[src/hdl/gsp_pkg.sv]
package gsp_pkg;

  localparam int CoordW  = 24;
  localparam int TapW    = 16;
  localparam int NumTaps = 8;
  localparam int TapIdxW = 3;
  localparam int ProdW   = CoordW + TapW + 1;
  // up to 15 products summed
  localparam int AccW    = ProdW + 4;
  localparam int FracW   = 16;

  typedef struct packed {
    logic signed [CoordW-1:0] point_x;
    logic signed [CoordW-1:0] point_y;
    logic signed [CoordW-1:0] point_z;
    logic                     end_of_sequence;
  } point_t;

  typedef struct packed {
    logic signed [CoordW-1:0] smooth_x;
    logic signed [CoordW-1:0] smooth_y;
    logic signed [CoordW-1:0] smooth_z;
    logic                     final_output;
  } smooth_t;

  typedef struct packed {
    logic signed [CoordW-1:0] x;
    logic signed [CoordW-1:0] y;
    logic signed [CoordW-1:0] z;
  } coord3_t;

  typedef struct packed {
    logic issue;
    logic clear;
  } lane_ctl_t;

  typedef struct packed {
    logic load;
    logic last;
  } merge_ctl_t;

  typedef enum logic [1:0] {
    S_IDLE,
    S_CALC,
    S_WRITE
  } state_t;

endpackage

[src/hdl/gsp_lane.sv]
module gsp_lane (
  input  logic                                 clk,
  input  logic                                 rst,
  input  gsp_pkg::lane_ctl_t                   ctl,
  input  logic signed [gsp_pkg::CoordW-1:0]    value,
  input  logic        [gsp_pkg::TapW-1:0]      tap,
  output logic signed [gsp_pkg::AccW-1:0]      acc
);

  logic signed [gsp_pkg::CoordW-1:0] op_val;
  logic        [gsp_pkg::TapW-1:0]   op_tap;
  logic                              op_vld;
  logic signed [gsp_pkg::ProdW-1:0]  prod;
  logic                              prod_vld;

  always_ff @(posedge clk) begin
    if (rst) begin
      op_vld   <= 1'b0;
      prod_vld <= 1'b0;
    end else begin
      op_vld   <= ctl.issue;
      prod_vld <= op_vld;
    end
  end

  // operand, product and accumulate stages
  always_ff @(posedge clk) begin
    op_val <= value;
    op_tap <= tap;
    prod   <= gsp_pkg::ProdW'(op_val) * gsp_pkg::ProdW'($signed({1'b0, op_tap}));
    if (ctl.clear) begin
      acc <= '0;
    end else if (prod_vld) begin
      acc <= acc + gsp_pkg::AccW'(prod);
    end
  end

endmodule

[config.mk]
export PLATFORM = sky130hd
export DESIGN_NAME = gsp_lane
export DESIGN_NICKNAME = d
export VERILOG_FILES = /design/src/hdl/gsp_pkg.sv /design/src/hdl/gsp_lane.sv
export SDC_FILE = /design/constraint.sdc
export NUM_CORES = 1
export LEC_CHECK = 0
export BUFFER_PORTS_ARGS = -buffer_cell sky130_fd_sc_hd__buf_4
export CAP_MARGIN = 20
export CORE_MARGIN = 2
export CORE_UTILIZATION = 50
export DETAILED_ROUTE_END_ITERATION = 7
export PLACE_DENSITY = 0.81
export REMOVE_ABC_BUFFERS = 1
export SLEW_MARGIN = 0
export SYNTH_ARGS = -nofsm -noshare
export SYNTH_HDL_FRONTEND = slang
export SYNTH_SLANG_ARGS = --single-unit
[constraint.sdc]
create_clock -name clk -period 6.6 [get_ports clk]
set_input_delay 0.66 -clock clk [delete_from_list [all_inputs] [get_ports clk]]
set_output_delay 0.66 -clock clk [all_outputs]
set_load 0.02 [all_outputs]
==> impl_results.md <==
* Status: finished, final reports clean
* Routed Antenna Nets at 0
* Count of input and output buffers at 88
* Main synth FF type: dfxtp_1
* Die Width at 201 um
* Distinct cells, synth at 68
* Setup TNS at 0 ps
* Vias in the first global route at 16000
* Filler Cells Inserted at 3297
* Critical Path End Type: register
* WL met3 at 2370 um
* Core ar. at 38600 um2
* Final wirelength at 45500 um
* Setup CP Type: register to register
* Met2 wire len at 22700 um
* RR Endpoint: prod[40]$_DFF_P_
* Placed cell area at 21000 um2
* Area Overhead vs Synth at 11.8%
* Async SR Flop Fraction at 0
* GRT Residual Overflow at 0
* CTS buffer count at 17
* Critical path arrival at 6730 ps
* Syn_area_per_cell at 9.07 um2
* GRT Overall Usage at 0.241
* Htree depth at 4
* Placement Rows at 72
* Layout cells sized above 1 at 0.101
* Io pins at 89
* Synthesis-stage register bit count at 128
* Final period util at 0.967
* EDFF count, synth at 0
* Hpwl dp at 38500 um
* Starting DRC count in detailed routing at 969
* Largest net degree at the start of global routing at 53
* Critical path fanouts, max at 7
* Synthesized area at 19500 um2
* Clock sink count at 128
* Vias per cell at 5.28
* Reg2reg setup slack at 220 ps
* Met1 WL at 17900 um
* Antenna violations before repair at 0
* Worst path required time at 6950 ps
* DRC at 0
* FMAX at 157 MHz
* Most area-hungry cell type in the Yosys netlist: fa_1
* Mapped Cells at 2146
* Sequential area share after synthesis at 0.132
* Tmin final at 6380 ps
* Antenna Cells at 0
* Cts hold-fix bufs at 0
* MaxCap Viol Count at 0
* CTS max path bufs at 2
* Via count of the routed design at 14700
* WL per Instance at 16.4 um
* Hold path start: value[3]
* Design area at 21800 um2
* Pre-Repair DR Iteration Count at 5
* Clock latency on the worst-skew pair at 440 ps
* Root Buffer Master: clkbuf_16
* Synth top area share at 0.389
* Hold Fails Final Rpt at 0
* First-pass GRT wire length at 78000 um
* Hold EP: op_val[3]$_DFF_P_
* GP Congestion at 0.968
* Clock skew at 20.2 ps
* HP Class: primary input to register
* Slew @ Worst Pin at 743 ps
* Final Max Tran Viols at 0
* Die area at 40500 um2
* Initial Util at 0.505
* Clock slew at reported path FFs at 70 ps
* Die height at 201 um
* CTS tree: done
* Max layer used: met4
* Synth top area cells: fa_1 39%, dfxtp_1 13%, ha_1 9.3%, inv_1 9.2%, nand2_1 5.4%
* Slew HR at 0.505
* Synth cell count leaders: 477 x inv_1, 378 x fa_1, 280 x nand2_1, 156 x and2_1, 145 x ha_1
* Final #Nets at 2817
* Ys Warns at 0
* Cell with the most instances after synthesis: inv_1
* Start of the worst register-to-register path: op_val[20]$_DFF_P_
* R2R depth at 22
* Crit start category: register
* Setup violators final at 0
* Worst hold stages at 1
## through the flow
stage	hold WS, ps	util	setup WS [ps]	instances
floorplan	414	-	16.4	2074
global placement	425	0.545	67.7	2747
detailed placement	431	0.545	-17.4	2747
CTS	301	0.561	46.9	2779
global route	300	0.564	-20.0	2781
finish	317	0.564	218	2781
## cell usage in the layout (no fill, tap or decap), types with 16 or more instances in the layout
master and n:
xor2_1 20, mux2i_1 29, buf_4 145, dfxtp_1 104
ha_1 145, clkbuf_16 17, a21o_1 41, a21oi_1 68
xnor2_1 53, dfxtp_2 22, nand3_1 16, fa_1 377
nor2_1 76, nand2b_1 16, nand2_1 280, and2_1 156
inv_1 477, o21ai_0 31
## metal layers
layer,GRT usage,vias up
li1,-,6743
met1,0.284,7289
met2,0.423,498
met3,0.0410,161
met4,0.126,0
met5,0,-
## sequential cells by signal, indices dropped and copies added (netlist names)
| register | flops |
|---|---|
| op_val | 24 |
| acc | 45 |
| prod | 41 |
| op_vld | 1 |
| prod_vld | 1 |
| op_tap | 16 |
## critical path, cell delays in order (launching register included)
cell and delay, ps:
dfxtp_2 350, and2_1 180, fa_1 530, inv_1 60
fa_1 500, fa_1 520, inv_1 60, fa_1 490
fa_1 490, inv_1 50, fa_1 470, inv_1 40
ha_1 290, a21o_1 190, a21o_1 210, a2111oi_4 320
nor3_2 80, a21o_1 180, a21o_1 190, a221o_1 310
a221o_1 340, a2111o_1 370, o211ai_1 90
## how the worst max path moves through the flow
| stage | cells past startpoint | end | start |
|---|---|---|---|
| after global placement | 22 | prod[39]$_DFF_P_ | op_tap[2]$_DFF_P_ |
| after detailed placement | 22 | prod[39]$_DFF_P_ | op_tap[2]$_DFF_P_ |
| after global routing | 23 | prod[33]$_DFF_P_ | op_tap[5]$_DFF_P_ |
| after CTS | 22 | prod[40]$_DFF_P_ | op_val[20]$_DFF_P_ |
| after floorplan | 23 | prod[40]$_DFF_P_ | op_tap[2]$_DFF_P_ |
| final | 22 | prod[40]$_DFF_P_ | op_val[20]$_DFF_P_ |
## repair_timing
action / 4_1_cts / 5_1_grt
endpoints found under the setup margin: 2 / 6
resized for setup: 2 / 40
pin swaps: 0 / 7
buffers inserted: 0 / 2
gates cloned: 0 / 0
## final cells by class
cell class	count	area, um2	share of cell area
clock buffer	19	443	0.0204
clock inverter	13	175	0.00805
multi-input combinational	1468	14900	0.683
inverter	478	1790	0.0825
sequential	128	2600	0.119
timing repair buffer	157	1230	0.0567
tap	518	648	0.0298
## kinds of logic after synthesis
group                      Yosys count  synth area share
DFF                                128             0.132
adders and majority gates          523             0.482
xor gates and xnor gates            73            0.0329
AOI/OAI and AO/OA                  236            0.0835
and+or+nand+nor                    606             0.148
muxes                               30            0.0155
buffers and inverters              550             0.106
Power is not shown: default switching activity piles up to over one toggle a cycle in this logic, so the estimate is an artifact.
