$ cat config.mk
export PLATFORM = sky130hd
export DESIGN_NAME = gsp_merge
export DESIGN_NICKNAME = d
export VERILOG_FILES = /design/src/hdl/gsp_pkg.sv /design/src/hdl/gsp_merge.sv
export SDC_FILE = /design/constraint.sdc
export NUM_CORES = 1
export LEC_CHECK = 0
export BUFFER_PORTS_ARGS = -buffer_cell sky130_fd_sc_hd__buf_2
export CELL_PAD_IN_SITES_DETAIL_PLACEMENT = 0
export CELL_PAD_IN_SITES_GLOBAL_PLACEMENT = 1
export CORE_ASPECT_RATIO = 1.25
export CORE_MARGIN = 1
export CORE_UTILIZATION = 33
export DETAILED_ROUTE_END_ITERATION = 12
export PLACE_DENSITY_LB_ADDON = 0.1
export RECOVER_POWER = 50
export SLEW_MARGIN = 20
export SYNTH_ARGS = -nofsm -noshare
export SYNTH_HDL_FRONTEND = slang
export SYNTH_SLANG_ARGS = --single-unit
$ cat constraint.sdc
create_clock -name clk -period 2.2 [get_ports clk]
set_input_delay 0.22 -clock clk [delete_from_list [all_inputs] [get_ports clk]]
set_output_delay 0.22 -clock clk [all_outputs]
set_load 0.01 [all_outputs]
$ cat src/hdl/gsp_pkg.sv
package gsp_pkg;

  localparam int CoordW  = 24;
  localparam int TapW    = 16;
  localparam int NumTaps = 8;
  localparam int TapIdxW = 3;
  localparam int ProdW   = CoordW + TapW + 1;
  // up to 15 products summed
  localparam int AccW    = ProdW + 4;
  localparam int FracW   = 16;

  typedef struct packed {
    logic signed [CoordW-1:0] point_x;
    logic signed [CoordW-1:0] point_y;
    logic signed [CoordW-1:0] point_z;
    logic                     end_of_sequence;
  } point_t;

  typedef struct packed {
    logic signed [CoordW-1:0] smooth_x;
    logic signed [CoordW-1:0] smooth_y;
    logic signed [CoordW-1:0] smooth_z;
    logic                     final_output;
  } smooth_t;

  typedef struct packed {
    logic signed [CoordW-1:0] x;
    logic signed [CoordW-1:0] y;
    logic signed [CoordW-1:0] z;
  } coord3_t;

  typedef struct packed {
    logic issue;
    logic clear;
  } lane_ctl_t;

  typedef struct packed {
    logic load;
    logic last;
  } merge_ctl_t;

  typedef enum logic [1:0] {
    S_IDLE,
    S_CALC,
    S_WRITE
  } state_t;

endpackage

$ cat src/hdl/gsp_merge.sv
module gsp_merge (
  input  logic                              clk,
  input  logic                              rst,
  input  gsp_pkg::merge_ctl_t               ctl,
  input  logic signed [gsp_pkg::AccW-1:0]   acc_x,
  input  logic signed [gsp_pkg::AccW-1:0]   acc_y,
  input  logic signed [gsp_pkg::AccW-1:0]   acc_z,
  output logic                              busy,
  output gsp_pkg::smooth_t                  smooth,
  output logic                              smooth_valid,
  input  logic                              smooth_stall
);

  localparam int SumW = gsp_pkg::AccW + 1;
  localparam int QW   = SumW - gsp_pkg::FracW;

  // round half up, then clamp to the coordinate range
  function automatic logic signed [gsp_pkg::CoordW-1:0] round_sat(
    input logic signed [gsp_pkg::AccW-1:0] a
  );
    logic signed [SumW-1:0] t;
    logic signed [QW-1:0]   q;
    logic signed [QW-1:0]   hi;
    logic signed [QW-1:0]   lo;
    logic signed [gsp_pkg::CoordW-1:0] r;
    t  = SumW'(a) + SumW'(1 << (gsp_pkg::FracW - 1));
    q  = t[SumW-1:gsp_pkg::FracW];
    hi = QW'((1 << (gsp_pkg::CoordW - 1)) - 1);
    lo = -hi - QW'(1);
    if (q > hi) begin
      r = hi[gsp_pkg::CoordW-1:0];
    end else if (q < lo) begin
      r = lo[gsp_pkg::CoordW-1:0];
    end else begin
      r = q[gsp_pkg::CoordW-1:0];
    end
    return r;
  endfunction

  assign busy = smooth_valid && smooth_stall;

  always_ff @(posedge clk) begin
    if (rst) begin
      smooth_valid <= 1'b0;
    end else if (ctl.load) begin
      smooth_valid <= 1'b1;
    end else if (!smooth_stall) begin
      smooth_valid <= 1'b0;
    end
  end

  always_ff @(posedge clk) begin
    if (ctl.load) begin
      smooth.smooth_x     <= round_sat(acc_x);
      smooth.smooth_y     <= round_sat(acc_y);
      smooth.smooth_z     <= round_sat(acc_z);
      smooth.final_output <= ctl.last;
    end
  end

endmodule

==> flow_summary_export.csv, run 1 <==
group,metric,value,unit
floorplanning,io_pins,215,
worst_setup_path,arrival,2090,ps
synthesis,syn_inst,504,
clock_tree,cts_setup_buffers,0,
sta,rsz0062_at_grt,"false",
flow_run,max_cap_viol_count,0,
power_and_ir_drop,powerDensity,569.7,nW/um^2
placement,dp_hpwl,11510,um
routing,wl_per_cell,15.41,um
clock_tree,cts.htree.levels,3,
placement,placed_area,6888,sq um
floorplanning,die_width,114.3,um
synthesis,syn_area,5200,sq um
sta,fin_skew,0,ps
sta,tns,0,ps
synthesis,ys_seq_area_frac,0.4254,
routing,drtIter0Drc,179,
worst_setup_path,critical_path_class,"primary input to register",
power_and_ir_drop,p_leak,2.685,nW
clock_tree,clk_path_buf_depth,2,
global_routing,grt_max_degree,44,
floorplanning,dieArea,16270,sq um
hold_path,worstHoldPathType,"primary input to register",
layout,final_cell_mix,"buf_2 (132), buf_4 (78), edfxtp_1 (73), xor2_1 (40), clkbuf_1 (38)",
sta,setup_violations,0,
routing,avgViaCountPerCell,5.024,
synthesis,yosysWarnings,0,
layout,nets,886,
routing,routed_wl,14720,um
sta,maxSlewHeadroom,0.2457,
layout,final_area,7113,sq um
global_routing,first_global_vias,4735,
sta,fmax,0.4948,GHz
global_routing,antenna_found_initial,0,
synthesis,synth_area_leaders,"edfxtp_1 (42%), xor2_1 (6.7%), a211oi_2 (5.3%)",
synthesis,yosys.area.top_type_share,0.4216,
synthesis,synth_top_area_cell,"edfxtp_1",
routing,num_vias,4798,
synthesis,yosysUniqueCellTypes,60,
layout,n_antenna_cell,0,
global_routing,grt_pass1_wl,22910,um
routing,antenna_left,0,
floorplanning,core_area,15200,sq um
floorplanning,placementRows,50,
sta,min_period_over_period,0.9186,
sta,period_needed,2021,ps
synthesis,ys_ff_latch,74,
worst_setup_path,cp-end-kind,"register",
placement,port_buffers,169,
clock_tree,hold_buffers,0,
routing,drtPass1Iterations,4,
floorplanning,die_y,142.3,um
worst_setup_path,critPathLaunchType,"primary input",
worst_setup_path,worstPathMaxFanout,6,
status,status,"finished, final reports clean",
power_and_ir_drop,vdd_drop_max,0.3993,mV
clock_tree,clock_latency,340,ps
sta,worstMarginPinSlew,1131,ps
sta,drv_slew,0,
layout,mostFrequentLayoutCell,"buf_2",
global_routing,grt_overflow,0,
clock_tree,cts_buffers,9,
clock_tree,ctsRootBufferMaster,"clkbuf_16",
routing,drc,0,
layout,utilization,0.4679,
synthesis,synth-edff-count,73,
floorplanning,initial_core_util,0.3421,
synthesis,syn_nets,647,
synthesis,yosys_most_used_dff,"edfxtp_1",
clock_tree,clk_pin_slew,60,ps
placement,gp_congestion,0.8477,
worst_setup_path,required,2270,ps
clock_tree,cts_resized,0,
clock_tree,cts_tree,"built",
synthesis,avgSynthCellArea,10.32,sq um
global_routing,grt_use_total,0.1817,
clock_tree,clock_sinks,74,
sta,hold_violations,0,
layout,area_growth,36.79,%
layout,layout-drive-gt1-share,0.3949,
synthesis,async_flop_share,0,
[cells in the mapped netlist (2+ instances only)]
library cell / instances
o31ai_1: 3
o21ai_0: 25
ha_1: 3
and4_1: 8
a211oi_1: 2
nor4_1: 6
nand2_1: 29
and3_1: 14
a211oi_2: 22
xor2_1: 40
or3_1: 2
nor4_2: 2
buf_2: 2
edfxtp_1: 73
nor2_1: 25
a21oi_1: 26
nand4_1: 21
clkbuf_1: 12
and2_1: 5
mux2i_1: 3
o21ai_1: 29
inv_1: 12
o21ai_2: 15
nor3_1: 16
a21oi_2: 2
buf_6: 13
nand3_1: 35
xnor2_1: 27
[critical path, cell delays in order]
cell,delay (ps)
buf_2,90
ha_2,180
nand2_2,80
or4_4,530
or3_4,370
xnor2_2,160
a31oi_4,170
buf_4,180
o21ai_0,100
[metrics by stage]
stage               power [mW]  setup slack, ps  cells  hold slack (ps)
finish                   4.052            179.1    955            27.86
global route             4.228            79.05    955            14.00
CTS                      4.123            193.8    955            11.36
detailed placement       2.620           -184.6    940            380.6
global placement         2.611           -144.1    940            379.0
floorplan                2.153            19.29    504            292.4
[layer usage]
metal,up-vias,share of wire,track usage
met4,0,0.018,0.06630
met1,2242,0.42,0.2140
met2,151,0.50,0.3219
met3,19,0.059,0.03961
li1,2386,-,-
met5,-,0,0
[cell type report]
class | instances | area, sq um
well taps | 208 | 260.3
repair buffers | 257 | 1554
clock buffers | 9 | 225.2
fillers | 1485 | 8089
clock inverters | 6 | 67.56
flip-flops and latches | 74 | 2212
inverters | 12 | 45.04
multi-input cells | 389 | 2749
[path summary, 6_finish.rpt]
path / start / endpoint / slack, ps / cells after the start
hold reg to reg: smooth_valid / smooth_valid / 600 / 3
setup / recovery: acc_y[15] / smooth[39] / 180 / 9
hold / removal: rst / smooth_valid / 30 / 2
setup reg to reg: smooth_valid / smooth_valid / 1520 / 3
[sequential cells by signal, summed over array words and instances (netlist names)]
| name | flops |
|---|---|
| smooth | 73 |
| smooth_valid | 1 |
[power by group]
part	internal (mW)	switching, mW	leakage, nW
registers	1.70	0.0359	0.724
logic	0.357	0.474	1.82
clock network	0.876	0.609	0.138
total	2.93	1.12	2.68
[cells by family (layout without fill, tap and decap cells)]
kind of cell,after synthesis,after routing,synth area share
compound gates,133,133,0.1879
simple gates,181,181,0.2009
buf+inv,41,284,0.05149
xor+xnor,69,69,0.1213
flops,74,74,0.4254
fa+ha+maj,3,3,0.007219
mux,3,3,0.005775
Note: power is estimated with default switching activity, not from simulation.
==> inputs of run 2 (changes only) <==
CORE_ASPECT_RATIO = 0.8   (was 1.25)
CORE_UTILIZATION = 34   (was 33)
CTS_BUF_LIST = sky130_fd_sc_hd__clkbuf_8   (was default)
==> run 2 against run 1 <==
  * The flow now finishes with violations (max-capacitance violations, max-slew violations)
  * Maximum frequency down 0.50%
  * Final area down 0.12%
  * Count of clock-buffer cells in the layout unchanged
  * Critical endpoint is now smooth[32]
  * Worst setup slack worse by 10 ps
  * Largest cell class unchanged
  * Utilization up 0.68 points
  * Routed wire length up 0.67%
  * Flip-flop and latch count unchanged
  * Global-route usage up 1.4 points
  * Clock power down 11%
==> flow_summary_export.csv, run 2 (synthesis results as in run 1) <==
group,metric,value,unit
status,status,"complete, but fails checks",
status,failed_checks,"max-capacitance violations, max-slew violations",
sta,rsz0062_at_grt,"false",
global_routing,first_global_vias,4738,
worst_setup_path,arrival,2160,ps
routing,wl_per_cell,15.66,um
layout,largest_reg_flops,73,
clock_tree,cts_setup_buffers,0,
layout,final_cell_mix,"buf_2 (132), buf_4 (88), edfxtp_1 (73), xor2_1 (40), clkbuf_1 (37)",
global_routing,grt_use_total,0.1961,
sta,setup_violations,0,
power_and_ir_drop,p_leak,2.699,nW
placement,place_ws,-216.6,ps
clock_tree,clk_pin_slew,80,ps
routing,antenna_left,0,
sta,hold_violations,0,
floorplanning,placementRows,40,
floorplanning,die_y,112.6,um
power_and_ir_drop,vdd_drop_max,0.3740,mV
global_routing,grt_max_degree,45,
routing,drtPass1Iterations,5,
clock_tree,clock_sinks,74,
worst_setup_path,critical_path_class,"primary input to register",
routing,routed_wl,14820,um
floorplanning,dieArea,15800,sq um
sta,worstMarginPinSlew,1817,ps
worst_setup_path,worstPathMaxFanout,8,
routing,num_vias,4831,
sta,fin_skew,0,ps
worst_setup_path,worstSetupStartpoint,"acc_y[15]",
worst_setup_path,required,2330,ps
clock_tree,ctsRootBufferMaster,"clkbuf_8",
worst_setup_path,crit_end,"smooth[32]",
layout,layout-drive-gt1-share,0.4016,
layout,nets,895,
sta,period_needed,2031,ps
layout,register_area,2212,sq um
sta,fin_ws,168.9,ps
clock_tree,hold_buffers,1,
worst_setup_path,r2r_cells,3,
power_and_ir_drop,powerDensity,547.4,nW/um^2
placement,dp_hpwl,11600,um
clock_tree,clock_latency,360,ps
worst_setup_path,crit_slowest_cell,"or4_4",
global_routing,antenna_found_initial,0,
global_routing,grt_overflow,0,
clock_tree,clk_path_buf_depth,2,
placement,port_buffers,169,
placement,dp.cells,928,
worst_setup_path,r2r-start,"smooth_valid",
worst_setup_path,slowest_delay,530,ps
worst_setup_path,cp-end-kind,"register",
layout,reg_top3,"smooth x73, smooth_valid x1",
sta,drv_slew,31,
sta,tns,0,ps
sta,min_period_over_period,0.9232,
clock_tree,cts_buffers,9,
worst_setup_path,path_depth,9,
placement,gp_congestion,0.9198,
clock_tree,cts.htree.levels,3,
clock_tree,cts_tree,"built",
layout,n_antenna_cell,0,
layout,multi_input_area,2749,sq um
sta,maxSlewHeadroom,-0.2111,
worst_setup_path,r2r_end,"smooth_valid",
worst_setup_path,crit_family,"simple AND/OR/NAND/NOR gates",
worst_setup_path,cp_cell_sequence,"buf_2, ha_2, nand2_2, or4_4, or3_4, xnor2_2, a31oi_4, buf_4, o21ai_2",
placement,placed_area,6892,sq um
global_routing,grt_pass1_wl,24040,um
routing,avgViaCountPerCell,5.107,
clock_tree,cts_resized,0,
hold_path,worstHoldPathType,"primary input to register",
layout,area_growth,36.62,%
floorplanning,io_pins,215,
routing,drtIter0Drc,241,
worst_setup_path,path_buf_inv,2,
routing,drc,0,
layout,fillCellCount,1449,
worst_setup_path,critPathLaunchType,"primary input",
sta,fmax,0.4923,GHz
floorplanning,core_area,14960,sq um
floorplanning,initial_core_util,0.3475,
layout,stdcell_count,946,
floorplanning,die_width,140.3,um
flow_run,max_cap_viol_count,1,
layout,final_area,7104,sq um
layout,mostFrequentLayoutCell,"buf_2",
worst_setup_path,rrSetupSlack,1520,ps
layout,largest-register,"smooth",
run 2: cell types whose count changed in the layout (fill, tap and decap cells not counted), sizes merged:
cell	before	now
inv	13	12
clkinv	2	1
clkinvlp	2	3
bufinv	1	3
buf	218	227
clkbuf	48	46
dlygate4sd3	0	2
run 2: cell type report:
cell class                 count  area share
clock buffer                   9     0.01744
clock inverter                 7     0.01656
inverter                      12    0.006340
multi-input combinational    389      0.3869
sequential                    74      0.3114
tap                          189     0.03329
timing repair buffer         266      0.2281
run 2: report_power, final:
group | internal, mW | switching, mW | leakage, nW
logic | 0.365 | 0.471 | 1.86
clock network | 0.751 | 0.567 | 0.111
registers | 1.70 | 0.0374 | 0.724
total | 2.81 | 1.08 | 2.70
run 2: worst min-delay path by stage:
stage                     slack, ps          from  cells past startpoint      endpoint
after CTS                         4        ctl[0]                      1     smooth[0]
after floorplan                 290           rst                      1  smooth_valid
after detailed placement        390           rst                      2  smooth_valid
after global placement          380           rst                      2  smooth_valid
after global routing            200  smooth_stall                      4  smooth_valid
final                           200  smooth_stall                      4  smooth_valid
run 2: through the flow:
step	power, mW	util	hold slack, ps
floorplan	2.153	-	292.4
global placement	2.607	0.4605	376.9
detailed placement	2.621	0.4605	390.2
CTS	3.953	0.4773	3.547
global route	4.089	0.4747	197.1
finish	3.889	0.4747	199.8
run 2: worst min-delay path: cells and delay by family:
kind          cells  cell delay [ps]
simple gates      3              240
buf+inv           1               70
run 2: layer usage:
| metal | vias to the layer above | part of all wire | wire length, um | global-route usage |
|---|---|---|---|---|
| li1 | 2400 | - | - | - |
| met3 | 15 | 0.062 | 917 | 0.05546 |
| met4 | 0 | 0.013 | 189 | 0.04542 |
| met5 | - | 0 | 0 | 0 |
| met1 | 2277 | 0.45 | 6607 | 0.2540 |
| met2 | 139 | 0.48 | 7102 | 0.3240 |
